===== src/design/pat_pkg.sv =====
`timescale 1ns / 1ps
// ----------------------------------------------------------------------------
// pat_pkg
// Shared types and constants for the point affine transform pipeline.
// ----------------------------------------------------------------------------
package pat_pkg;

    localparam int COORD_W = 32;
    localparam int COEF_W  = 24;
    localparam int DIFF_W  = COORD_W + 1;
    localparam int PROD_W  = DIFF_W + COEF_W;
    localparam int SUM_W   = PROD_W + 1;
    localparam int WIDE_W  = SUM_W + 2;
    localparam int CFG_IDX_W  = 4;
    localparam int CFG_DATA_W = 32;

    localparam logic signed [COEF_W-1:0] COEF_RESET = 24'sh010000;

    localparam int REFLECT_NEG_Y = 0;
    localparam int REFLECT_NEG_X = 1;

    localparam logic signed [WIDE_W-1:0] SAT_MAX = (WIDE_W'(1) <<< (COORD_W - 1)) - 1;
    localparam logic signed [WIDE_W-1:0] SAT_MIN = -(WIDE_W'(1) <<< (COORD_W - 1));

    typedef enum logic [1:0] {
        OP_TRANSLATE = 2'd0,
        OP_SCALE     = 2'd1,
        OP_ROTATE    = 2'd2,
        OP_REFLECT   = 2'd3
    } pat_op_e;

    typedef enum logic [CFG_IDX_W-1:0] {
        CFG_OP_MODE      = 4'd0,
        CFG_COEF_A       = 4'd1,
        CFG_COEF_B       = 4'd2,
        CFG_PIVOT_X      = 4'd3,
        CFG_PIVOT_Y      = 4'd4,
        CFG_DELTA_X      = 4'd5,
        CFG_DELTA_Y      = 4'd6,
        CFG_REFLECT_AXES = 4'd7
    } pat_cfg_idx_e;

    typedef struct packed {
        pat_op_e                     op_mode;
        logic signed [COEF_W-1:0]    coef_a;
        logic signed [COEF_W-1:0]    coef_b;
        logic signed [COORD_W-1:0]   pivot_x;
        logic signed [COORD_W-1:0]   pivot_y;
        logic signed [COORD_W-1:0]   delta_x;
        logic signed [COORD_W-1:0]   delta_y;
        logic [1:0]                  reflect_axes;
    } pat_cfg_t;

    typedef struct packed {
        pat_op_e                    op;
        logic signed [DIFF_W-1:0]   dx;
        logic signed [DIFF_W-1:0]   dy;
        logic signed [DIFF_W-1:0]   direct_x;
        logic signed [DIFF_W-1:0]   direct_y;
        logic                       last;
    } pat_s1_t;

    typedef struct packed {
        pat_op_e                    op;
        logic signed [PROD_W-1:0]   p_xa;
        logic signed [PROD_W-1:0]   p_yb;
        logic signed [PROD_W-1:0]   p_ya;
        logic signed [PROD_W-1:0]   p_xb;
        logic signed [DIFF_W-1:0]   direct_x;
        logic signed [DIFF_W-1:0]   direct_y;
        logic                       last;
    } pat_s2_t;

    typedef struct packed {
        pat_op_e                    op;
        logic signed [SUM_W-1:0]    sum_x;
        logic signed [SUM_W-1:0]    sum_y;
        logic signed [DIFF_W-1:0]   direct_x;
        logic signed [DIFF_W-1:0]   direct_y;
        logic                       last;
    } pat_s3_t;

endpackage


===== src/design/pat_cfg_regs.sv =====
`timescale 1ns / 1ps
// ----------------------------------------------------------------------------
// pat_cfg_regs
// Configuration register file written through the configuration channel.
// ----------------------------------------------------------------------------
module pat_cfg_regs
    import pat_pkg::*;
(
    input  logic                   clk,
    input  logic                   rst_n,
    input  logic                   cfg_valid,
    output logic                   cfg_ready,
    input  logic [CFG_IDX_W-1:0]   cfg_index,
    input  logic [CFG_DATA_W-1:0]  cfg_data,
    output pat_cfg_t               cfg
);

    pat_cfg_t cfg_reg;
    pat_cfg_t cfg_next;

    assign cfg_ready = 1'b1;
    assign cfg       = cfg_reg;

    always_comb
    begin
        cfg_next = cfg_reg;
        if (cfg_valid)
        begin
            case (cfg_index)
                CFG_OP_MODE:      cfg_next.op_mode      = pat_op_e'(cfg_data[1:0]);
                CFG_COEF_A:       cfg_next.coef_a       = $signed(cfg_data[COEF_W-1:0]);
                CFG_COEF_B:       cfg_next.coef_b       = $signed(cfg_data[COEF_W-1:0]);
                CFG_PIVOT_X:      cfg_next.pivot_x      = $signed(cfg_data[COORD_W-1:0]);
                CFG_PIVOT_Y:      cfg_next.pivot_y      = $signed(cfg_data[COORD_W-1:0]);
                CFG_DELTA_X:      cfg_next.delta_x      = $signed(cfg_data[COORD_W-1:0]);
                CFG_DELTA_Y:      cfg_next.delta_y      = $signed(cfg_data[COORD_W-1:0]);
                CFG_REFLECT_AXES: cfg_next.reflect_axes = cfg_data[1:0];
                default:          cfg_next = cfg_reg;
            endcase
        end
    end

    always_ff @(posedge clk or negedge rst_n)
    begin
        if (!rst_n)
        begin
            cfg_reg.op_mode      <= OP_TRANSLATE;
            cfg_reg.coef_a       <= COEF_RESET;
            cfg_reg.coef_b       <= COEF_RESET;
            cfg_reg.pivot_x      <= '0;
            cfg_reg.pivot_y      <= '0;
            cfg_reg.delta_x      <= '0;
            cfg_reg.delta_y      <= '0;
            cfg_reg.reflect_axes <= '0;
        end
        else
        begin
            cfg_reg <= cfg_next;
        end
    end

endmodule


===== config.mk =====
export PLATFORM = sky130hd
export DESIGN_NAME = pat_cfg_regs
export DESIGN_NICKNAME = d
export VERILOG_FILES = /design/src/design/pat_pkg.sv /design/src/design/pat_cfg_regs.sv
export SDC_FILE = /design/constraint.sdc
export NUM_CORES = 1
export LEC_CHECK = 0
export BUFFER_PORTS_ARGS = -buffer_cell sky130_fd_sc_hd__buf_2
export CAP_MARGIN = 15
export CORE_MARGIN = 2
export CORE_UTILIZATION = 51
export CTS_CLUSTER_DIAMETER = 120
export CTS_CLUSTER_SIZE = 20
export DETAILED_ROUTE_END_ITERATION = 12
export PLACE_DENSITY = 0.8
export SETUP_SLACK_MARGIN = 0.4
export SYNTH_ARGS = -nofsm -noshare
export SYNTH_HDL_FRONTEND = slang
export SYNTH_SLANG_ARGS = --single-unit

===== constraint.sdc =====
create_clock -name clk -period 1.1 [get_ports clk]
set_input_delay 0.11 -clock clk [delete_from_list [all_inputs] [get_ports clk]]
set_output_delay 0.11 -clock clk [all_outputs]
set_load 0.05 [all_outputs]

# After elaboration in Yosys (flattened, before gate mapping)
# Cells that the tools add are included.
# classes
reduce_logical,9
eq_ne,7
# ops
cell,count
$eq A4 B3 Y1 const B,4
$reduce_and A2 Y1,8
$eq A4 B2 Y1 const B,2
$eq A4 B1 Y1 const B,1
$logic_not A4 Y1,1
# word_totals
inputBits,39
regBits,180
elab_cells,24
out_inout_bits,181

# Longest topological paths before layout
# logic_depth
word_depth,2
depth_mapped,6
depth_no_buf,3

# Least setup slack after synthesis
# Ideal clock, no wire load.
# synth_path
path_type,input-to-reg
from,input cfg_index[0]
to,"register cfg_reg, in the netlist cfg[35]"
setup_slack_ns,-0.236
required_ns,0.975
cell_stages,4
setup_ns,0.125
arrival_time_ns,1.211
path_buffers,2
path_cell_list,clkbuf_1 > nor3b_4 > buf_6 > mux2_2
# synth_between
elab_chain_cells,2
# synth_rtl
item,line,source
from (decl),pat_cfg_regs.sv:13,"input logic [CFG_IDX_W-1:0] cfg_index,"
$eq A4 B3 Y1,pat_cfg_regs.sv:29,case (cfg_index)
$reduce_and A2 Y1 (no line),n/a,
to (signal assigned),pat_cfg_regs.sv:58,cfg_reg <= cfg_next;
to (decl),pat_cfg_regs.sv:18,pat_cfg_t cfg_reg;
# No other way between the ends.
# A chain may end at the register's enable or synchronous reset.

# Worst setup path after layout
# layout_path
from,"register cfg_reg, in the netlist cfg[170]"
to,output cfg[170] in the netlist's numbering
# layout_lines
item,line,source
to (decl),pat_cfg_regs.sv:15,output pat_cfg_t cfg
# No word-level cell between the ends.

==> flow_summary.rst <==
.. list-table::
   :header-rows: 1

   * - Metric
     - Value
   * - CP top delay family
     - flip-flops
   * - Top-area cell type share of the netlist area
     - 64.9%
   * - Leakage dissipation
     - 0.00600 uW
   * - Worst skew pair latency
     - 430 ps
   * - Commonest cells after routing, fill and taps aside
     - sky130_fd_sc_hd__buf_6, sky130_fd_sc_hd__dfrtp_2, sky130_fd_sc_hd__mux2_4
   * - Total detailed-routing wirelength
     - 29.1 mm
   * - Number of hold buffers added after cts
     - 1
   * - Port Buf Inserts
     - 218
   * - Most common cell after layout, fill and taps aside
     - sky130_fd_sc_hd__buf_6
   * - Share of final-layout standard cells stronger than drive strength 1
     - 94.4%
   * - Final period utilization
     - 117%
   * - Die area
     - 14400 um^2
   * - Remaining Overflow, GRT
     - 0
   * - Pins Over Slew Limit
     - 0
   * - List of cells traversed by the critical path
     - buf_8
   * - Kind of critical path
     - reg2out
   * - Total clock sinks
     - 180
   * - Area occupied by multi-input gates
     - 2720 um^2
   * - Mean Syn Cell Area
     - 17.4 um^2
   * - Pwr dens
     - 2460 nW/um^2
   * - Net count after synthesis
     - 433
   * - Synth warn
     - 0
   * - Data arrival time of the critical path
     - 1180 ps
   * - Failing checks
     - negative hold slack, negative setup slack
   * - Global placer's final weighted congestion
     - 0.754
   * - Share of total power in the clock network
     - 21.8%
   * - Number of H-tree levels
     - 4
   * - Total routing usage reported by global routing
     - 34.1%
   * - Horizontal die dimension
     - 120 um
   * - Num CTS Buffers
     - 17
   * - Setup ws final
     - -191 ps
   * - Max reg flops
     - 180
   * - Setup-violating endpoint count in the final report
     - 192
   * - Number of global-route vias before repair
     - 5453
   * - Starting utilization of the core area
     - 52.0%
   * - CP peak stage delay
     - 580 ps
   * - First-pass iteration count of the detailed router
     - 4
   * - Fmax
     - 0.775 GHz
   * - Maximum buffer depth of the clock tree
     - 2
   * - Post-DR vias/cell
     - 5.66
   * - Type of the most critical hold path
     - in2reg
   * - Ant diodes
     - 0
   * - Cells after synthesis
     - 394
   * - Synth cell types
     - 16
   * - Internal portion of total power
     - 18300 uW
   * - Final Hold Slack
     - -31.5 ps
   * - Area Overhead vs Synth
     - 82.3%
   * - Layout net count
     - 800
   * - Share of power burned in combinational logic
     - 45.7%
   * - Maximum number of pins on one net before global-route repair
     - 39
   * - Number of antenna violations at the first check in global routing
     - 0
   * - Worst path required time
     - 990 ps
   * - Tmin final
     - 1290 ps
   * - Outcome
     - finished with violations
   * - Setup repair after global routing missed its margin
     - true
   * - Sw Share
     - 40.5%
   * - Max-cap check violation count
     - 0
   * - Sequential share of power
     - 32.5%
   * - Final setup skew
     - 0 ps
   * - Hold Vio Cnt, Final
     - 23
   * - Synth Cell Area
     - 6860 um^2
   * - Maximum VDD drop
     - 2.13 mV
   * - Core area
     - 13200 um^2
   * - Worst Path Max Fanout
     - 2
   * - Boundary pin count
     - 220
   * - Post-detailed-placement cell area
     - 8570 um^2
   * - Most area-consuming cells after synthesis
     - sky130_fd_sc_hd__dfrtp_1, sky130_fd_sc_hd__mux2_2, sky130_fd_sc_hd__mux2_1
   * - CTS Root Buffer Type
     - sky130_fd_sc_hd__clkbuf_16
   * - Cell type with the highest aggregate area in the netlist
     - sky130_fd_sc_hd__dfrtp_1
   * - Footprint of the flip-flops and latches
     - 4680 um^2
   * - Vert. Die Dim
     - 120 um
   * - Switching component of the power
     - 12500 uW
   * - Initial DRC Count
     - 410
   * - Global-route wire length before repair
     - 35.6 mm
   * - FF+latch count, synth
     - 180
   * - Share of synthesized area occupied by flip-flops and latches
     - 65.7%
   * - Number of fillers in the final layout
     - 278
   * - Worst Path Buf+Inv
     - 1
   * - DPL Wire Length
     - 11.2 mm
   * - TritonCTS clock tree
     - done
   * - Non-Filler Instances
     - 950
   * - Cell type of the slowest stage on the worst timing path
     - sky130_fd_sc_hd__dfstp_2
   * - Worst-path clk slew
     - 80 ps
   * - Non-Filler Cell Area, Final
     - 12500 um^2
   * - Antenna-violating nets left
     - 0
   * - Detailed-route wire length per cell
     - 30.7 um
   * - Worst Setup End Kind
     - output port
   * - Count of standard-cell rows
     - 42
   * - Via Count
     - 5377
   * - Worst Setup Start Kind
     - flop
   * - DRC violation count after routing
     - 0
   * - Placed Cells incl. Taps
     - 788
-- synth_stat cells --
library cell,n
sky130_fd_sc_hd__buf_6,13
sky130_fd_sc_hd__nand2_1,2
sky130_fd_sc_hd__conb_1,1
sky130_fd_sc_hd__nand3b_2,2
sky130_fd_sc_hd__nand3b_4,1
sky130_fd_sc_hd__nor3b_4,3
sky130_fd_sc_hd__mux2_1,19
sky130_fd_sc_hd__clkbuf_1,1
sky130_fd_sc_hd__nand2b_1,1
sky130_fd_sc_hd__buf_4,5
sky130_fd_sc_hd__nor2_1,2
sky130_fd_sc_hd__and3_1,1
sky130_fd_sc_hd__buf_2,2
sky130_fd_sc_hd__mux2_2,161
sky130_fd_sc_hd__dfstp_2,2
sky130_fd_sc_hd__dfrtp_1,178
-- through the flow --
step	hold WS [ps]	util [%]	power [uW]	setup slack [ps]	TNS, ps
5_1_grt	-43.0	94.8	31400	-210	-9530
4_1_cts	-58.0	88.5	28400	-146	-3000
2_1_floorplan	-186	-	16300	-134	-11080
3_5_place_dp	-6.10	65.0	18800	-363	-46830
3_3_place_gp	-7.84	65.0	18500	-308	-42920
6_report	-31.5	94.8	30800	-191	-5090
-- repair_timing --
action	4_1_cts	5_1_grt
resized for setup	495	76
pin swaps	5	5
gates cloned	17	1
setup endpoints to repair	360	367
setup buffers	44	67
endpoints found under the hold margin	280	31
-- power groups by stage --
stage | Combinational, uW | Clock [uW] | Sequential, uW
floorplan | 1540 | 0 | 14800
detailed placement | 9450 | 0 | 9300
finish | 14100 | 6720 | 10000
global placement | 9310 | 0 | 9190
global route | 14400 | 6960 | 10100
CTS | 12300 | 6410 | 9620
-- cells by family (layout without fill, tap and decap cells) --
| kind of cell | Yosys count | count (layout) | synth area share [%] |
|---|---|---|---|
| flops | 180 | 180 | 65.7 |
| buf+inv | 21 | 401 | 2.88 |
| mux | 180 | 180 | 29.5 |
| other cells | 1 | 1 | 0.0547 |
| simple gates | 12 | 12 | 1.84 |
-- per-layer routing --
layer | share of wire (%) | vias to the layer above | GRT usage (%)
met2 | 52 | 343 | 58.4
met4 | 3.5 | 0 | 10.4
li1 | - | 2126 | -
met1 | 37 | 2825 | 42.1
met5 | 0 | - | 0
met3 | 7.5 | 83 | 9.32
-- worst paths after layout --
check | start | end | slack [ps] | cells past startpoint
setup / recovery | cfg[170] | cfg[170] | -190 | 1
hold / removal | cfg_data[30] | cfg[128] | -30 | 2
setup reg to reg | cfg[22] | cfg[22] | 40 | 3
hold reg to reg | cfg[56] | cfg[56] | 540 | 1
max in group asynchronous | rst_n | cfg[146] | 420 | 3
min in group asynchronous | rst_n | cfg[23] | 150 | 2
-- worst reg2reg max path, stage by stage (launching register included) --
cell                      delay, ps
sky130_fd_sc_hd__dfrtp_2        430
sky130_fd_sc_hd__buf_4          150
sky130_fd_sc_hd__buf_6          110
sky130_fd_sc_hd__mux2_4         260
-- layout make-up --
class / instances / share of cell area, %
clock buffers: 21 / 3.84
clock inverters: 11 / 1.19
multi-input cells: 193 / 21.8
flip-flops and latches: 180 / 37.4
well taps: 176 / 1.76
repair buffers: 369 / 34.0
No activity file was read; power rests on OpenSTA's default activity.
