[src/design/pat_pkg.sv]
`timescale 1ns / 1ps
// ----------------------------------------------------------------------------
// pat_pkg
// Shared types and constants for the point affine transform pipeline.
// ----------------------------------------------------------------------------
package pat_pkg;

    localparam int COORD_W = 32;
    localparam int COEF_W  = 24;
    localparam int DIFF_W  = COORD_W + 1;
    localparam int PROD_W  = DIFF_W + COEF_W;
    localparam int SUM_W   = PROD_W + 1;
    localparam int WIDE_W  = SUM_W + 2;
    localparam int CFG_IDX_W  = 4;
    localparam int CFG_DATA_W = 32;

    localparam logic signed [COEF_W-1:0] COEF_RESET = 24'sh010000;

    localparam int REFLECT_NEG_Y = 0;
    localparam int REFLECT_NEG_X = 1;

    localparam logic signed [WIDE_W-1:0] SAT_MAX = (WIDE_W'(1) <<< (COORD_W - 1)) - 1;
    localparam logic signed [WIDE_W-1:0] SAT_MIN = -(WIDE_W'(1) <<< (COORD_W - 1));

    typedef enum logic [1:0] {
        OP_TRANSLATE = 2'd0,
        OP_SCALE     = 2'd1,
        OP_ROTATE    = 2'd2,
        OP_REFLECT   = 2'd3
    } pat_op_e;

    typedef enum logic [CFG_IDX_W-1:0] {
        CFG_OP_MODE      = 4'd0,
        CFG_COEF_A       = 4'd1,
        CFG_COEF_B       = 4'd2,
        CFG_PIVOT_X      = 4'd3,
        CFG_PIVOT_Y      = 4'd4,
        CFG_DELTA_X      = 4'd5,
        CFG_DELTA_Y      = 4'd6,
        CFG_REFLECT_AXES = 4'd7
    } pat_cfg_idx_e;

    typedef struct packed {
        pat_op_e                     op_mode;
        logic signed [COEF_W-1:0]    coef_a;
        logic signed [COEF_W-1:0]    coef_b;
        logic signed [COORD_W-1:0]   pivot_x;
        logic signed [COORD_W-1:0]   pivot_y;
        logic signed [COORD_W-1:0]   delta_x;
        logic signed [COORD_W-1:0]   delta_y;
        logic [1:0]                  reflect_axes;
    } pat_cfg_t;

    typedef struct packed {
        pat_op_e                    op;
        logic signed [DIFF_W-1:0]   dx;
        logic signed [DIFF_W-1:0]   dy;
        logic signed [DIFF_W-1:0]   direct_x;
        logic signed [DIFF_W-1:0]   direct_y;
        logic                       last;
    } pat_s1_t;

    typedef struct packed {
        pat_op_e                    op;
        logic signed [PROD_W-1:0]   p_xa;
        logic signed [PROD_W-1:0]   p_yb;
        logic signed [PROD_W-1:0]   p_ya;
        logic signed [PROD_W-1:0]   p_xb;
        logic signed [DIFF_W-1:0]   direct_x;
        logic signed [DIFF_W-1:0]   direct_y;
        logic                       last;
    } pat_s2_t;

    typedef struct packed {
        pat_op_e                    op;
        logic signed [SUM_W-1:0]    sum_x;
        logic signed [SUM_W-1:0]    sum_y;
        logic signed [DIFF_W-1:0]   direct_x;
        logic signed [DIFF_W-1:0]   direct_y;
        logic                       last;
    } pat_s3_t;

endpackage

[src/design/pat_post.sv]
`timescale 1ns / 1ps
// ----------------------------------------------------------------------------
// pat_post
// Third and fourth stages: product combine with rounding, then rescale,
// pivot add, saturation and the output register.
// ----------------------------------------------------------------------------
module pat_post
    import pat_pkg::*;
#(
    parameter int COEF_FRAC_BITS = 16
)
(
    input  logic                       clk,
    input  logic                       rst_n,
    input  pat_cfg_t                   cfg,
    input  logic                       in_valid,
    output logic                       in_ready,
    input  pat_s2_t                    in_data,
    output logic                       out_valid,
    input  logic                       out_ready,
    output logic signed [COORD_W-1:0]  x_out,
    output logic signed [COORD_W-1:0]  y_out,
    output logic                       overflow,
    output logic                       last_out
);

    localparam logic signed [SUM_W-1:0] ROUND_HALF = SUM_W'(1) <<< (COEF_FRAC_BITS - 1);

    logic                       s3_valid_reg;
    logic                       s3_ready;
    pat_s3_t                    s3_reg;
    pat_s3_t                    s3_next;

    logic                       s4_valid_reg;
    logic signed [COORD_W-1:0]  x_reg;
    logic signed [COORD_W-1:0]  x_next;
    logic signed [COORD_W-1:0]  y_reg;
    logic signed [COORD_W-1:0]  y_next;
    logic                       ov_reg;
    logic                       ov_next;
    logic                       last_reg;

    logic signed [SUM_W-1:0]    shift_x;
    logic signed [SUM_W-1:0]    shift_y;
    logic signed [WIDE_W-1:0]   wide_x;
    logic signed [WIDE_W-1:0]   wide_y;
    logic                       ov_x;
    logic                       ov_y;

    assign s3_ready  = !s4_valid_reg || out_ready;
    assign in_ready  = !s3_valid_reg || s3_ready;
    assign out_valid = s4_valid_reg;
    assign x_out     = x_reg;
    assign y_out     = y_reg;
    assign overflow  = ov_reg;
    assign last_out  = last_reg;

    always_comb
    begin
        s3_next.op       = in_data.op;
        s3_next.last     = in_data.last;
        s3_next.direct_x = in_data.direct_x;
        s3_next.direct_y = in_data.direct_y;
        case (in_data.op)
            OP_SCALE:
            begin
                s3_next.sum_x = SUM_W'(in_data.p_xa) + ROUND_HALF;
                s3_next.sum_y = SUM_W'(in_data.p_yb) + ROUND_HALF;
            end
            OP_ROTATE:
            begin
                s3_next.sum_x = SUM_W'(in_data.p_xa) - SUM_W'(in_data.p_yb) + ROUND_HALF;
                s3_next.sum_y = SUM_W'(in_data.p_ya) + SUM_W'(in_data.p_xb) + ROUND_HALF;
            end
            default:
            begin
                s3_next.sum_x = '0;
                s3_next.sum_y = '0;
            end
        endcase
    end

    always_comb
    begin
        shift_x = s3_reg.sum_x >>> COEF_FRAC_BITS;
        shift_y = s3_reg.sum_y >>> COEF_FRAC_BITS;
        if (s3_reg.op == OP_SCALE || s3_reg.op == OP_ROTATE)
        begin
            wide_x = WIDE_W'(shift_x) + WIDE_W'(cfg.pivot_x);
            wide_y = WIDE_W'(shift_y) + WIDE_W'(cfg.pivot_y);
        end
        else
        begin
            wide_x = WIDE_W'(s3_reg.direct_x);
            wide_y = WIDE_W'(s3_reg.direct_y);
        end

        ov_x   = 1'b1;
        x_next = wide_x[COORD_W-1:0];
        if (wide_x > SAT_MAX)
        begin
            x_next = SAT_MAX[COORD_W-1:0];
        end
        else if (wide_x < SAT_MIN)
        begin
            x_next = SAT_MIN[COORD_W-1:0];
        end
        else
        begin
            ov_x = 1'b0;
        end

        ov_y   = 1'b1;
        y_next = wide_y[COORD_W-1:0];
        if (wide_y > SAT_MAX)
        begin
            y_next = SAT_MAX[COORD_W-1:0];
        end
        else if (wide_y < SAT_MIN)
        begin
            y_next = SAT_MIN[COORD_W-1:0];
        end
        else
        begin
            ov_y = 1'b0;
        end

        ov_next = ov_x || ov_y;
    end

    always_ff @(posedge clk or negedge rst_n)
    begin
        if (!rst_n)
        begin
            s3_valid_reg <= 1'b0;
            s4_valid_reg <= 1'b0;
        end
        else
        begin
            if (in_ready)
            begin
                s3_valid_reg <= in_valid;
            end
            if (s3_ready)
            begin
                s4_valid_reg <= s3_valid_reg;
            end
        end
    end

    always_ff @(posedge clk)
    begin
        if (in_valid && in_ready)
        begin
            s3_reg <= s3_next;
        end
        if (s3_valid_reg && s3_ready)
        begin
            x_reg    <= x_next;
            y_reg    <= y_next;
            ov_reg   <= ov_next;
            last_reg <= s3_reg.last;
        end
    end

endmodule

[config.mk]
export PLATFORM = sky130hd
export DESIGN_NAME = pat_post
export DESIGN_NICKNAME = d
export VERILOG_FILES = /design/src/design/pat_pkg.sv /design/src/design/pat_post.sv
export SDC_FILE = /design/constraint.sdc
export NUM_CORES = 1
export LEC_CHECK = 0
export ABC_AREA = 1
export BUFFER_PORTS_ARGS = -buffer_cell sky130_fd_sc_hd__buf_2
export CAP_MARGIN = 20
export CELL_PAD_IN_SITES_DETAIL_PLACEMENT = 1
export CELL_PAD_IN_SITES_GLOBAL_PLACEMENT = 1
export CORE_MARGIN = 2
export CORE_UTILIZATION = 27
export CTS_CLUSTER_SIZE = 28
export DETAILED_ROUTE_END_ITERATION = 7
export MAX_ROUTING_LAYER = met4
export PLACE_DENSITY = 0.6
export SYNTH_ARGS = -nofsm -noshare
export SYNTH_HDL_FRONTEND = slang
export SYNTH_SLANG_ARGS = --single-unit
[constraint.sdc]
create_clock -name clk -period 7.53 [get_ports clk]
set_input_delay 0.3765 -clock clk [delete_from_list [all_inputs] [get_ports clk]]
set_output_delay 0.3765 -clock clk [all_outputs]
set_load 0.02 [all_outputs]
# Yosys cells after proc, flatten, opt, wreduce, memory -nomap -nowiden
# Cells that the tools add are included.
# totals
ff_bits	253
latch_bits	0
ramBits	0
mem_bits_ro	0
n_memories	0
# classes
n_addsub	8
n_mul	0
div_mod_pow	0
n_lt_le_gt_ge	4
eq_ne	4
shifts	0
muxes	9
bitwise_logic	0
n_reduce_logical	8
# op_table
op	n
$pmux W116 S2	1
$gt A60 B32 Y1 const B	2
$lt A60 B32 Y1 const B	2
$mux W60	2
$add A57 B17 Y58 const B	2
$add A58 B17 Y58 const B	2
$add A42 B32 Y43	2
$mux W32	2
$add A57 B57 Y58	1
$sub A57 B57 Y58	1
$eq A2 B1 Y1 const B	2
$eq A2 B2 Y1 const B	2
$logic_or A1 B1 Y1	4
$mux W1	4
$logic_and A1 B1 Y1	2
$logic_not A1 Y1	2

# Logic depth before layout (Yosys ltp)
# depth
ltp_word	7
depth_mapped	22
ltp_nobuf	21

# Worst setup path after synthesis
# OpenSTA, ideal clock, no wires.
# synth_path
kind	flip-flop to flip-flop
from	register s4_valid_reg (netlist: out_valid)
to	register s3_reg[0] (netlist name) (enable)
setup_time_ps	505
arrival_time_ps	3809
t_required_ps	7025
setup_slack_ps	3215
stages_incl_launch_ff	4
cell_sequence	dfrtp_1 nand3_1 nand2_1 inv_1
# synth_between
elab_chain_len	4
# synth_lines
element	line_no	text
start: declaration	pat_post.sv:34	logic s4_valid_reg;
start signal: assignment	pat_post.sv:146	s4_valid_reg <= s3_valid_reg;
$logic_not A1 Y1	pat_post.sv:50	assign s3_ready = !s4_valid_reg || out_ready;
$logic_or A1 B1 Y1	pat_post.sv:50	
$logic_or A1 B1 Y1	pat_post.sv:51	assign in_ready = !s3_valid_reg || s3_ready;
net in_ready	pat_post.sv:17	output logic in_ready,
$logic_and A1 B1 Y1	pat_post.sv:153	if (in_valid && in_ready)
end signal: assignment	pat_post.sv:155	s3_reg <= s3_next;
end: declaration	pat_post.sv:31	pat_s3_t s3_reg;
# The timed path passes the listed nets, and every way through them passes these cells.
# A chain may end at the register's enable or synchronous reset.

# Worst setup path in the final report
# layout_path
from	register s3_reg[83] (netlist name)
to	register ov_reg (netlist: overflow), data pin
# layout_between
elab_chain_len	6
word_cells_on_any_way	7
cone_classes	add/sub: 1; order compare: 2; mux: 3; reduce/logical: 1
# layout_lines
element	line_no	text
$add A42 B32 Y43 *	pat_post.sv:90	wide_y = WIDE_W'(shift_y) + WIDE_W'(cfg.pivot_y);
$mux W60 *	pat_post.sv:87	if (s3_reg.op == OP_SCALE || s3_reg.op == OP_ROTATE)
$lt A60 B32 Y1	pat_post.sv:119	else if (wide_y < SAT_MIN)
$mux W1	pat_post.sv:119	
$mux W1 *	pat_post.sv:115	if (wide_y > SAT_MAX)
$logic_or A1 B1 Y1 *	pat_post.sv:128	ov_next = ov_x || ov_y;
net ov_next	pat_post.sv:40	logic ov_next;
end signal: assignment	pat_post.sv:161	ov_reg <= ov_next;
end: declaration	pat_post.sv:39	logic ov_reg;
# Mark *: on every way through the listed nets, which the timed path passes. The rest lies on a longest branch.

==> flow_summary.json <==
{
  "fp.dieH_um": 320.3,
  "detail_route.drc_violations": 0,
  "cts_max_level": 1,
  "p_leak_uw": 0.01568,
  "gp_congestion": 0.9401,
  "fin_nets": 5471,
  "worst_ep_arrival_time_ns": 3.94,
  "timing.critical_path.cells": "ha_1 > fa_1 > nand3_1 > nand3_2 > nand2_1 > nand3_2 > nand2_1 > nand2_1 > nand2_1 > nand2_1 > nand2_1 > nand2_1 > nand2_1 > nand2_1 > nor2_1 > nand4_1 > nand2_1 > buf_4 > nand2_1 > inv_1 > nand2_1",
  "worstHoldEndpoint": "out_valid",
  "post_synth_num_cell_types": 53,
  "timing.setup.tns_ns": 0,
  "drive_gt1_share_pct": 12.12,
  "regToRegSetupSlack_ns": 3.93,
  "ctsRootBufferMaster": "sky130_fd_sc_hd__clkbuf_16",
  "drtPass1Iterations": 5,
  "share_comb_of_total_power_pct": 46.6,
  "post_synth.cell_area_avg_um2": 6.435,
  "cts.repair.resized": 0,
  "path_max_fanout": 32,
  "timing.hold.worst.class": "in2reg",
  "synth_enable_flop_cells": 219,
  "syn_nets": 4991,
  "worst-endpoint-required_ns": 7.86,
  "power.density_cell_area_nw_per_um2": 161.6,
  "tritoncts.num_buffers": 23,
  "starting_drc_count_in_detailed_routing": 1653,
  "worst_pin_slew_ns": 1.042,
  "layout_commonest_cell": "sky130_fd_sc_hd__nand2_1",
  "drtAntennaViolNets": 0,
  "dieWidth_um": 320.3,
  "clock_power_share_pct": 22.8,
  "synth_cells": 4198,
  "initial_antenna_violation_count": 30,
  "synth.area.top_cells": "sky130_fd_sc_hd__edfxtp_1 (24%), sky130_fd_sc_hd__nand2_1 (17%), sky130_fd_sc_hd__ha_1 (14%)",
  "report.final.setup_viol": 0,
  "number_of_global_route_vias_before_repair": 29940,
  "drv.max_cap_violation_count": 0,
  "share_of_flip_flops_with_an_asynchronous_set_or_reset_after_synthesis_pct": 0.9050,
  "timing.critical_path.mode_cell": "sky130_fd_sc_hd__nand2_1",
  "cts_buffer_depth": 3,
  "rr_endpoint": "overflow",
  "largest_reg_flops": 153,
  "vias": 29610,
  "synth_largest_area_cell": "sky130_fd_sc_hd__edfxtp_1",
  "worst_setup_hold_path_clk_slew_ns": 0.07,
  "insertion_delay_ns": 0.58,
  "design.core.area_um2": 99570,
  "yosys_most_used_dff": "sky130_fd_sc_hd__edfxtp_1",
  "globalRoute.totalOverflow": 0,
  "rsz0062_at_grt": "false",
  "report.final.slew_viol_count": 0,
  "synth_area_um2": 27010,
  "slew_headroom_pct": 30.53,
  "start_util_pct": 27.13,
  "yosysWarnings": 0,
  "period_minus_slack_ns": 3.603,
  "cp_slowest_cell": "sky130_fd_sc_hd__fa_1",
  "max_clock_freq_mhz": 277.6,
  "ir_drop_uv": 149.6,
  "power_switching_share_pct": 43.05,
  "via_per_inst": 4.928,
  "cts_tree": "built",
  "ys_ff_latch": 221,
  "grt_max_degree": 85,
  "cp-start-kind": "flop",
  "layout.core_utilization_pct": 32.24,
  "skew_ns": 0.02533,
  "timing.final.crit_share_pct": 47.85,
  "synth_top_area_share_pct": 24.34,
  "crit_path_end_kind": "flop",
  "worst_reg2reg_path_depth": 21,
  "grt_usage_pct": 24.07,
  "worst_r2r_startpoint": "s3_reg[83]",
  "min_delay_path_depth": 4,
  "wl_per_cell_um": 20.50,
  "ios": 549,
  "critical-path-max-stage-delay_ns": 0.55,
  "synthesis_to_finish_area_growth_pct": 18.81,
  "intPower_uw": 2954,
  "share_seq_of_total_power_pct": 30.6,
  "grt_first_pass_wirelength_mm": 182.6,
  "dieArea_um2": 102600,
  "place_hpwl_mm": 106.8,
  "p_sw_uw": 2233,
  "final_cell_mix": "sky130_fd_sc_hd__nand2_1 (1,238), sky130_fd_sc_hd__inv_1 (632), sky130_fd_sc_hd__buf_2 (432), sky130_fd_sc_hd__nor2_1 (393), sky130_fd_sc_hd__a21oi_1 (331)",
  "ys_seq_area_share_pct": 24.53,
  "hold_violations": 0,
  "run_status": "finished, final reports clean",
  "cts_sinks": 221,
  "worstSetupPathType": "reg2reg",
  "postRouteWirelength_mm": 123.2,
  "placementRows": 116,
  "fin_total_pwr_uw": 5186,
  "port_buffers": 432,
  "hold_path.startpoint": "out_ready"
}
==> how the worst max path moves through the flow <==
| stage | startpoint | end | slack [ns] | cells past startpoint |
|---|---|---|---|---|
| 2_1_floorplan | out_valid | s3_reg[0] | 3.22 | 3 |
| 3_3_place_gp | in_data[213] | s3_reg[171] | 3.70 | 16 |
| 3_5_place_dp | in_data[213] | s3_reg[171] | 3.68 | 16 |
| 4_1_cts | s3_reg[83] | overflow | 3.89 | 21 |
| 5_1_grt | s3_reg[83] | overflow | 3.56 | 21 |
| 6_report | s3_reg[83] | overflow | 3.93 | 21 |
==> power groups by stage <==
stage | combinational (uW) | sequential [uW] | clock [uW]
3_3_place_gp | 2360 | 1610 | 0
5_1_grt | 2710 | 1600 | 1260
4_1_cts | 2430 | 1590 | 1230
6_report | 2420 | 1590 | 1180
2_1_floorplan | 1440 | 1680 | 0
3_5_place_dp | 2380 | 1620 | 0
==> final cells by class <==
cell class | count | area, um2
inverters | 643 | 2421
well taps | 1298 | 1624
diodes | 18 | 45.04
repair buffers | 509 | 2910
clock buffers | 26 | 586.8
flip-flops and latches | 221 | 6626
multi-input cells | 3280 | 17730
clock inverters | 14 | 155.1
fillers | 12930 | 67470
==> cell families after synthesis <==
group | share of synthesized area [%]
flip-flops | 24.53
AND/OR/NAND/NOR | 33.08
adder cells (fa/ha/maj) | 14.51
XOR/XNOR | 1.070
buffers and inverters | 9.935
AO/OA/AOI/OAI | 16.88
==> timing repair <==
item / 4_1_cts / 5_1_grt
setup buffers: 0 / 0
hold buffers: 68 / 0
endpoints found under the setup margin: 0 / 0
endpoints found under the hold margin: 69 / 0
==> cell usage after synthesis (10+ instances only) <==
| cell | number |
|---|---|
| sky130_fd_sc_hd__xor2_1 | 15 |
| sky130_fd_sc_hd__a21oi_1 | 332 |
| sky130_fd_sc_hd__xnor2_1 | 18 |
| sky130_fd_sc_hd__nand4_1 | 58 |
| sky130_fd_sc_hd__o21a_1 | 10 |
| sky130_fd_sc_hd__clkbuf_1 | 31 |
| sky130_fd_sc_hd__o21bai_1 | 28 |
| sky130_fd_sc_hd__nand2_1 | 1239 |
| sky130_fd_sc_hd__o21ai_0 | 249 |
| sky130_fd_sc_hd__nand3b_1 | 14 |
| sky130_fd_sc_hd__nor4_1 | 33 |
| sky130_fd_sc_hd__nor3_1 | 52 |
| sky130_fd_sc_hd__o211ai_1 | 16 |
| sky130_fd_sc_hd__a21o_1 | 44 |
| sky130_fd_sc_hd__a31oi_1 | 35 |
| sky130_fd_sc_hd__nor2_1 | 393 |
| sky130_fd_sc_hd__inv_1 | 634 |
| sky130_fd_sc_hd__or2_2 | 39 |
| sky130_fd_sc_hd__ha_1 | 310 |
| sky130_fd_sc_hd__a21boi_0 | 60 |
| sky130_fd_sc_hd__nand3_1 | 262 |
| sky130_fd_sc_hd__nor2_2 | 13 |
| sky130_fd_sc_hd__edfxtp_1 | 219 |
==> worst max-delay path: cells and delay by family, from the launching register on <==
| kind | cells | cell delay (ns) |
|---|---|---|
| flops | 1 | 0.37 |
| buf+inv | 2 | 0.39 |
| fa+ha+maj | 2 | 0.86 |
| simple gates | 17 | 1.72 |
==> stage by stage <==
step	instances	setup WS, ns	area, um2	hold slack, ns
6_report	6009	3.927	32100	0.09617
3_3_place_gp	5883	3.705	30630	0.1655
4_1_cts	5991	3.887	32050	0.05161
2_1_floorplan	4198	3.215	27010	0.08091
5_1_grt	6004	3.562	32080	0.07993
3_5_place_dp	5883	3.685	30630	0.1652
==> routing by layer <==
| layer | track usage, % | share of wire, % | vias up |
|---|---|---|---|
| met5 | - | 0 | - |
| met4 | 6.197 | 2.7 | 0 |
| met3 | 1.774 | 3.8 | 103 |
| met2 | 39.09 | 45 | 591 |
| met1 | 32.38 | 48 | 13960 |
| li1 | - | - | 14960 |
Power figures use the tool's default switching activity.
