===== src/design/pat_pkg.sv =====
`timescale 1ns / 1ps
// ----------------------------------------------------------------------------
// pat_pkg
// Shared types and constants for the point affine transform pipeline.
// ----------------------------------------------------------------------------
package pat_pkg;

    localparam int COORD_W = 32;
    localparam int COEF_W  = 24;
    localparam int DIFF_W  = COORD_W + 1;
    localparam int PROD_W  = DIFF_W + COEF_W;
    localparam int SUM_W   = PROD_W + 1;
    localparam int WIDE_W  = SUM_W + 2;
    localparam int CFG_IDX_W  = 4;
    localparam int CFG_DATA_W = 32;

    localparam logic signed [COEF_W-1:0] COEF_RESET = 24'sh010000;

    localparam int REFLECT_NEG_Y = 0;
    localparam int REFLECT_NEG_X = 1;

    localparam logic signed [WIDE_W-1:0] SAT_MAX = (WIDE_W'(1) <<< (COORD_W - 1)) - 1;
    localparam logic signed [WIDE_W-1:0] SAT_MIN = -(WIDE_W'(1) <<< (COORD_W - 1));

    typedef enum logic [1:0] {
        OP_TRANSLATE = 2'd0,
        OP_SCALE     = 2'd1,
        OP_ROTATE    = 2'd2,
        OP_REFLECT   = 2'd3
    } pat_op_e;

    typedef enum logic [CFG_IDX_W-1:0] {
        CFG_OP_MODE      = 4'd0,
        CFG_COEF_A       = 4'd1,
        CFG_COEF_B       = 4'd2,
        CFG_PIVOT_X      = 4'd3,
        CFG_PIVOT_Y      = 4'd4,
        CFG_DELTA_X      = 4'd5,
        CFG_DELTA_Y      = 4'd6,
        CFG_REFLECT_AXES = 4'd7
    } pat_cfg_idx_e;

    typedef struct packed {
        pat_op_e                     op_mode;
        logic signed [COEF_W-1:0]    coef_a;
        logic signed [COEF_W-1:0]    coef_b;
        logic signed [COORD_W-1:0]   pivot_x;
        logic signed [COORD_W-1:0]   pivot_y;
        logic signed [COORD_W-1:0]   delta_x;
        logic signed [COORD_W-1:0]   delta_y;
        logic [1:0]                  reflect_axes;
    } pat_cfg_t;

    typedef struct packed {
        pat_op_e                    op;
        logic signed [DIFF_W-1:0]   dx;
        logic signed [DIFF_W-1:0]   dy;
        logic signed [DIFF_W-1:0]   direct_x;
        logic signed [DIFF_W-1:0]   direct_y;
        logic                       last;
    } pat_s1_t;

    typedef struct packed {
        pat_op_e                    op;
        logic signed [PROD_W-1:0]   p_xa;
        logic signed [PROD_W-1:0]   p_yb;
        logic signed [PROD_W-1:0]   p_ya;
        logic signed [PROD_W-1:0]   p_xb;
        logic signed [DIFF_W-1:0]   direct_x;
        logic signed [DIFF_W-1:0]   direct_y;
        logic                       last;
    } pat_s2_t;

    typedef struct packed {
        pat_op_e                    op;
        logic signed [SUM_W-1:0]    sum_x;
        logic signed [SUM_W-1:0]    sum_y;
        logic signed [DIFF_W-1:0]   direct_x;
        logic signed [DIFF_W-1:0]   direct_y;
        logic                       last;
    } pat_s3_t;

endpackage


===== src/design/pat_pre.sv =====
`timescale 1ns / 1ps
// ----------------------------------------------------------------------------
// pat_pre
// First stage: pivot differences and the direct translate or reflect result.
// ----------------------------------------------------------------------------
module pat_pre
    import pat_pkg::*;
(
    input  logic                       clk,
    input  logic                       rst_n,
    input  pat_cfg_t                   cfg,
    input  logic                       in_valid,
    output logic                       in_ready,
    input  logic signed [COORD_W-1:0]  x_in,
    input  logic signed [COORD_W-1:0]  y_in,
    input  logic                       last_in,
    output logic                       out_valid,
    input  logic                       out_ready,
    output pat_s1_t                    out_data
);

    logic                     valid_reg;
    pat_s1_t                  data_reg;
    pat_s1_t                  data_next;
    logic signed [DIFF_W-1:0] x_ext;
    logic signed [DIFF_W-1:0] y_ext;

    assign in_ready  = !valid_reg || out_ready;
    assign out_valid = valid_reg;
    assign out_data  = data_reg;

    always_comb
    begin
        x_ext = DIFF_W'(x_in);
        y_ext = DIFF_W'(y_in);
        data_next.op       = cfg.op_mode;
        data_next.last     = last_in;
        data_next.dx       = x_ext - DIFF_W'(cfg.pivot_x);
        data_next.dy       = y_ext - DIFF_W'(cfg.pivot_y);
        data_next.direct_x = x_ext;
        data_next.direct_y = y_ext;
        case (cfg.op_mode)
            OP_TRANSLATE:
            begin
                data_next.direct_x = x_ext + DIFF_W'(cfg.delta_x);
                data_next.direct_y = y_ext + DIFF_W'(cfg.delta_y);
            end
            OP_REFLECT:
            begin
                if (cfg.reflect_axes[REFLECT_NEG_X])
                begin
                    data_next.direct_x = -x_ext;
                end
                if (cfg.reflect_axes[REFLECT_NEG_Y])
                begin
                    data_next.direct_y = -y_ext;
                end
            end
            default:
            begin
                data_next.direct_x = x_ext;
                data_next.direct_y = y_ext;
            end
        endcase
    end

    always_ff @(posedge clk or negedge rst_n)
    begin
        if (!rst_n)
        begin
            valid_reg <= 1'b0;
        end
        else if (in_ready)
        begin
            valid_reg <= in_valid;
        end
    end

    always_ff @(posedge clk)
    begin
        if (in_valid && in_ready)
        begin
            data_reg <= data_next;
        end
    end

endmodule


===== config.mk =====
export PLATFORM = sky130hd
export DESIGN_NAME = pat_pre
export DESIGN_NICKNAME = d
export VERILOG_FILES = /design/src/design/pat_pkg.sv /design/src/design/pat_pre.sv
export SDC_FILE = /design/constraint.sdc
export NUM_CORES = 1
export LEC_CHECK = 0
export BUFFER_PORTS_ARGS = -buffer_cell sky130_fd_sc_hd__buf_2
export CAP_MARGIN = 20
export CORE_MARGIN = 3
export CORE_UTILIZATION = 35
export DETAILED_ROUTE_END_ITERATION = 8
export SETUP_SLACK_MARGIN = 0.05
export SYNTH_ARGS = -nofsm -noshare
export SYNTH_HDL_FRONTEND = slang
export SYNTH_SLANG_ARGS = --single-unit

===== constraint.sdc =====
create_clock -name clk -period 3.95 [get_ports clk]
set_input_delay 0.79 -clock clk [delete_from_list [all_inputs] [get_ports clk]]
set_output_delay 0.79 -clock clk [all_outputs]
set_load 0.02 [all_outputs]

======== After elaboration in Yosys (flattened, before gate mapping) ========
Index checks and enable logic that the tools add are counted.
Widths: inputs -> output; s select.
word-level totals
  flip-flop bits (word level) ............. 136
  logic and storage cells ................. 21
  input bits .............................. 249
cells by class
  mux-type cells .......................... 3
  reduce and logical (&&, ||, !) cells .... 4
  add/subtract/negate cells ............... 6
  equality and inequality tests ........... 1
operators by type and width
  operator            count
  $pmux 66 s2         1
  $add 32x32->33      2
  $mux 33             2
  $neg 32->33         2
  $sub 32x32->33      2
  $eq 2x2->1 const B  1
  $logic_not 2->1     1
  $logic_and 1x1->1   1
  $logic_not 1->1     1
  $logic_or 1x1->1    1

======== Logic depth before layout (Yosys ltp) ========
Gate-level depths: netlist of the first run.
  word-level depth ........................ 3
  depth in mapped cells ................... 12
  depth with buffers taken out ............ 12

======== Least setup slack after synthesis of the first run ========
No wires, ideal clock.
  path type ............................... input to register
  from .................................... in out_ready
  to ...................................... reg data_reg, in the netlist out_data[0], enable pin
  stages .................................. 2
  slack ................................... -0.749 ns
  required time ........................... 3.440 ns
  path buffers ............................ 0
  arrival time ............................ 4.189 ns
  path through ............................ nand2b_1 > and2_1
between the ends
  longest elaborated chain between the ends .. 2
ends and longest elaborated chain
  element               RTL line       text
  start, declared       pat_pre.sv:18  input logic out_ready,
  $logic_or 1x1->1      pat_pre.sv:28  assign in_ready = !valid_reg || out_ready;
  $logic_and 1x1->1     pat_pre.sv:81  if (in_valid && in_ready)
  end signal, assigned  pat_pre.sv:83  data_reg <= data_next;
  end, declared         pat_pre.sv:23  pat_s1_t data_reg;
Every way passes these cells.
A chain may end at the register's enable or synchronous reset.

==> results.py, run 1 <==
metrics = {
    "die": {
        "start_util": 0.356,
        "die_area_um2": 39600,
        "die_w_um": 199,
        "core_area_um2": 36700,
        "num_io_pins": 386,
        "die_h_um": 199,
        "std_cell_rows": 70,
    },
    "status": {
        "status": "complete, no violations",
    },
    "yosys": {
        "netlist_instances": 1505,
        "synth_common_cells": "a21oi_1, edfxtp_1, ha_1",
        "synth_nets": 1890,
        "ys_seq_elements": 136,
        "async_reset_ff_frac": 0.00735,
        "synth_top_cell_area_share": 0.311,
        "avgSynthCellArea_um2": 8.67,
        "synth_most_common_cell": "a21oi_1",
        "synthFlopType": "edfxtp_1",
        "ys_warn_count": 0,
        "yosysSeqAreaShare": 0.312,
        "synth_area_leader_cell": "edfxtp_1",
        "synth.area.top_cells": "edfxtp_1, ha_1, a21oi_1, o21ai_0, xnor2_1",
        "syn_area_um2": 13100,
        "ys_types": 68,
        "synth_edf_count": 135,
    },
    "cts": {
        "cts_tree": "built",
        "htreeDepth": 4,
        "cts.repair.resized": 0,
        "cts-root-buf": "clkbuf_16",
        "clock_latency_ps": 440,
        "post_cts_buffers": 0,
        "cts_sinks": 136,
        "cts_buffer_depth": 2,
        "path_clk_slew_ps": 60,
        "postCtsHoldBufs": 0,
        "cts_buffers": 17,
    },
    "route": {
        "viasPerCell": 5.59,
        "antenna_left": 0,
        "wl_per_cell_um": 18.5,
        "drc": 0,
        "firstDrtPassIters": 5,
        "routed_wl_mm": 43.5,
        "drtIter0Drc": 880,
        "vias": 13200,
    },
    "sta": {
        "relSlewSlack": 0.453,
        "tightest_slew_ps": 820,
        "rsz0062_at_grt": "false",
        "fin_ws_ps": 316,
        "min_period_ps": 3630,
        "hold_viol_final": 0,
        "skew_ps": 14.3,
        "fin_crit_sh": 0.920,
        "setup_viol": 0,
        "fmax_ghz": 0.275,
        "slew_viol_final": 0,
    },
    "job": {
        "drv_cap": 0,
    },
    "worst_setup_path": {
        "max_stage_delay_ps": 420,
        "cp_slowest_cell": "fa_1",
        "cp-start-kind": "primary input",
        "worstSetupPathType": "primary input to flop",
        "path_cells": "buf_2 > inv_1 > ha_1 > fa_1 > nor2b_1 > o21ai_0 > buf_4 > a2111o_1 > a21oi_1 > o21ai_0 > a31o_2 > nor4_1 > buf_4 > o41ai_1 > o221a_2",
        "crit_fanout": 3,
        "worstSetupStartpoint": "y_in[0]",
        "worstPathArrival_ps": 3830,
        "timing.rr.start": "out_valid$_DFFE_PN0N_",
        "crit_required_ps": 4150,
        "cp-end-kind": "flop",
    },
    "power_and_ir_drop": {
        "power.leakage_nw": 7.30,
        "power_mw": 5.37,
        "power_density_nw_per_um2": 331,
        "ir_worst_vdd_mv": 0.308,
    },
    "grt": {
        "track_usage": 0.212,
        "grt_overflow": 0,
        "antenna_found_initial": 1,
        "grt_max_degree": 136,
        "first_global_vias": 12700,
        "grt_pass1_wl_mm": 66.8,
    },
    "placed_design": {
        "gp_congestion": 0.937,
        "place_hpwl_mm": 33.5,
        "dp.cells": 2326,
        "port_buffers": 337,
        "post-place-ws_ps": -116,
    },
    "layout": {
        "drive_above_1_share": 0.242,
        "final_nets": 2262,
        "area_growth_pct": 24.4,
        "instances_no_fill": 2359,
    },
    "min_path": {
        "hp-class": "primary input to async pin",
    },
}
-- cells by family (layout without fill, tap and decap cells) --
kind of cell | count (synthesis) | in the layout | share of synthesized area
XOR/XNOR | 100 | 100 | 0.0671
AND/OR/NAND/NOR | 406 | 406 | 0.156
other | 0 | 1 | 0
adder cells (fa/ha/maj) | 136 | 136 | 0.133
flip-flops | 136 | 136 | 0.312
buffers and inverters | 167 | 552 | 0.0480
multiplexers | 15 | 15 | 0.0119
AO/OA/AOI/OAI | 545 | 545 | 0.272
-- routing by layer --
layer | up-vias | track usage | routed length, µm
met3 | 80 | 0.0479 | 3320
met5 | - | 0 | 0
met2 | 491 | 0.356 | 20400
li1 | 6450 | - | -
met4 | 0 | 0.0791 | 1290
met1 | 6168 | 0.268 | 18500
-- final cells by class --
type,count,area [µm²]
Sequential cell,136,4080
Clock buffer,28,497
Multi-Input combinational cell,1202,8370
Antenna cell,1,2.50
Inverter,114,428
Tap cell,468,586
Fill cell,3591,20500
Clock inverter,4,45.0
Timing Repair Buffer,406,2230
-- per-stage QoR --
stage	utilization	TNS, ps	instance area, µm²	hold slack, ps
5_1_grt	0.442	0	16200	89.7
3_5_place_dp	0.428	-264	15700	545
2_1_floorplan	-	0	13100	494
3_3_place_gp	0.428	-193	15700	527
6_report	0.442	0	16200	125
4_1_cts	0.442	0	16200	86.8
-- cell usage in the layout, fill, tap and decap left out, drive strengths merged, types with 5 or more instances in the layout --
| cell type | Yosys | routed |
|---|---|---|
| buf | 1 | 406 |
| a21oi | 150 | 150 |
| edfxtp | 135 | 135 |
| ha | 132 | 132 |
| o21ai | 116 | 116 |
| inv | 114 | 114 |
| nand2 | 96 | 96 |
| nor2 | 80 | 80 |
| a21o | 72 | 72 |
| xnor2 | 63 | 63 |
| nor3 | 55 | 55 |
| xor2 | 37 | 37 |
| nand3 | 36 | 36 |
| o31ai | 29 | 29 |
| nand2b | 28 | 28 |
| clkbuf | 52 | 28 |
| nand4 | 22 | 22 |
| or3 | 21 | 21 |
| o221ai | 18 | 18 |
| o21bai | 18 | 18 |
| a31oi | 18 | 18 |
| a211oi | 17 | 17 |
| o21a | 17 | 17 |
| nor2b | 17 | 17 |
| and3 | 14 | 14 |
| a22oi | 11 | 11 |
| mux2i | 11 | 11 |
| o211ai | 10 | 10 |
| or4 | 9 | 9 |
| nand3b | 8 | 8 |
| a221o | 8 | 8 |
| o41ai | 8 | 8 |
| and2 | 7 | 7 |
| o22ai | 6 | 6 |
| or2 | 5 | 5 |
| a21boi | 5 | 5 |
-- where the power goes --
part | internal [mW] | total [mW] | switching (mW) | leakage, nW
clock network | 0.914 | 1.56 | 0.641 | 0.266
registers | 1.79 | 1.83 | 0.0373 | 1.31
logic | 0.796 | 1.98 | 1.18 | 5.72
total | 3.51 | 5.37 | 1.86 | 7.30
-- worst paths after layout --
kind / cells after the start / endpoint / slack [ps]
worst min register to register: 2 / out_valid$_DFFE_PN0N_ / 550
worst min-delay path: 1 / out_valid$_DFFE_PN0N_ / 120
worst max register to register: 3 / out_data[90]$_DFFE_PP_ / 2250
max in group asynchronous: 1 / out_valid$_DFFE_PN0N_ / 3740
min in group clk: 1 / out_data[0]$_DFFE_PP_ / 530
worst max-delay path: 15 / out_data[99]$_DFFE_PP_ / 320
-- worst max-delay path, delay by kind of cell --
family	cells	cell delay, ps
AO/OA/AOI/OAI	7	1580
adder cells (fa/ha/maj)	2	620
AND/OR/NAND/NOR	2	370
buffers and inverters	4	470
-- registers in the layout, summed over array words and instances (netlist names) --
| name | count |
|---|---|
| out_data | 135 |
| out_valid | 1 |
(Power assumes the default switching activity.)
==> run 2: changes to the inputs <==
Settings changed: CORE_UTILIZATION 35 to 54, PLACE_DENSITY set to 0.83.
Clock period 3.95 ns to 3.7 ns, I/O delays scaled along.
==> results.py, run 2 (same netlist as run 1, synthesis figures left out) <==
metrics = {
    "power_and_ir_drop": {
        "power.leakage_nw": 7.47,
        "power_density_nw_per_um2": 371,
        "ir_worst_vdd_mv": 0.252,
        "power_mw": 6.08,
    },
    "cts": {
        "htreeDepth": 4,
        "cts.repair.resized": 0,
        "cts-root-buf": "clkbuf_16",
        "cts_buffers": 17,
        "cts_buffer_depth": 2,
        "cts_tree": "built",
        "post_cts_buffers": 0,
        "clock_latency_ps": 420,
        "path_clk_slew_ps": 70,
        "postCtsHoldBufs": 0,
        "cts_sinks": 136,
    },
    "grt": {
        "busiest_layer": "met2",
        "first_global_vias": 13200,
        "met3_usage": 0.0708,
        "grt_overflow": 0,
        "grt.met1_usage": 0.376,
        "grtUsageMet2": 0.534,
        "grt_max_degree": 49,
        "antenna_found_initial": 2,
        "track_usage": 0.310,
        "grt_pass1_wl_mm": 65.8,
    },
    "sta": {
        "tightest_slew_ps": 863,
        "min_period_ps": 3510,
        "hold_viol_final": 0,
        "skew_ps": 10.3,
        "fmax_ghz": 0.285,
        "fin_tns_setup_ps": 0,
        "setup_viol": 0,
        "relSlewSlack": 0.424,
        "slew_viol_final": 0,
        "rsz0062_at_grt": "false",
        "fin_crit_sh": 0.949,
    },
    "layout": {
        "area_growth_pct": 25.5,
        "largest_register_ffs": 135,
        "final_cell_mix": "buf_2, a21oi_1, edfxtp_1, ha_1, inv_1",
        "instances_no_fill": 2237,
        "postLayoutCellArea_um2": 16400,
        "drive_above_1_share": 0.257,
        "fillers": 1848,
        "final_common_cell": "buf_2",
        "final_nets": 2289,
    },
    "placed_design": {
        "port_buffers": 337,
        "gp_congestion": 0.948,
        "dp.cells": 2204,
        "placed_area_um2": 15700,
        "place_hpwl_mm": 32.2,
    },
    "die": {
        "die_h_um": 161,
        "core_area_um2": 23600,
        "die_w_um": 161,
        "start_util": 0.553,
        "num_io_pins": 386,
        "std_cell_rows": 56,
        "die_area_um2": 26100,
    },
    "worst_setup_path": {
        "max_stage_delay_ps": 450,
        "cp-start-kind": "primary input",
        "worstSetupPathType": "primary input to flop",
        "worstPathArrival_ps": 3700,
        "path_cells": "buf_2 > inv_1 > ha_1 > fa_1 > nor2b_1 > o21ai_0 > a2111o_1 > a21oi_1 > o21ai_0 > a31o_2 > nor4_2 > buf_4 > o41ai_1 > o221a_2",
        "crit_required_ps": 3890,
        "cp-end-kind": "flop",
        "cp_common_cell": "o21ai_0",
        "crit_fanout": 3,
        "cp_slowest_cell": "a2111o_1",
    },
    "min_path": {
        "hp-class": "primary input to async pin",
    },
    "route": {
        "vias": 13700,
        "firstDrtPassIters": 6,
        "viasPerCell": 6.11,
        "routed_wl_mm": 41.8,
        "wl_per_cell_um": 18.7,
        "antenna_left": 0,
        "drtIter0Drc": 1325,
        "drc": 0,
    },
    "job": {
        "drv_cap": 0,
    },
    "status": {
        "status": "complete, no violations",
    },
}
## run 2: cell types whose count changed in the layout (fill, tap and decap cells not counted), moves of 3 or more
cell / delta
buf_4: +27
clkbuf_1: -7
bufinv_16: +4
clkinv_2: -3
clkinvlp_4: +3
inv_6: +3
## run 2: area by class of cell
class,count,area [µm²],share of cell area
sequential,136,4080,0.249
inverter,114,428,0.0261
tap,319,399,0.0244
multi-input combinational,1202,8380,0.512
clock inverter,13,216,0.0132
clock buffer,19,443,0.0270
antenna,1,2.50,0.000153
timing repair buffer,433,2430,0.148
## run 2: per-layer routing
layer	vias to the layer above	share of wire
li1	6509	-
met1	6297	0.39
met2	723	0.48
met3	128	0.088
met4	2	0.037
met5	-	0.00031
## run 2: stage by stage
step                worst slack (ps)  hold WS (ps)   util
floorplan                      -90.6           444      -
global placement                -250           505  0.665
detailed placement              -314           516  0.665
CTS                              123          62.0  0.693
global route                    77.2          52.5  0.694
finish                           187          73.2  0.694
## run 2: worst paths after layout
kind | startpoint | to | slack, ps | cells past startpoint
worst min register to register | out_valid$_DFFE_PN0N_ | out_valid$_DFFE_PN0N_ | 580 | 2
max in group asynchronous | rst_n | out_valid$_DFFE_PN0N_ | 3540 | 1
worst max register to register | out_valid$_DFFE_PN0N_ | out_data[6]$_DFFE_PP_ | 1870 | 3
min in group clk | last_in | out_data[0]$_DFFE_PP_ | 490 | 1
worst min-delay path | rst_n | out_valid$_DFFE_PN0N_ | 70 | 1
worst max-delay path | y_in[0] | out_data[99]$_DFFE_PP_ | 190 | 14
## run 2: critical path, delay by kind of cell
family	cells	cell delay, ps
AND/OR/NAND/NOR	2	320
adder cells (fa/ha/maj)	2	590
AO/OA/AOI/OAI	7	1740
buffers and inverters	3	310
## run 2: report_power, final
group / switching [mW] / internal, mW / leakage, nW / total, mW
clock: 0.742 / 1.22 / 0.311 / 1.97
sequential: 0.0387 / 1.91 / 1.31 / 1.95
combinational: 1.28 / 0.877 / 5.85 / 2.16
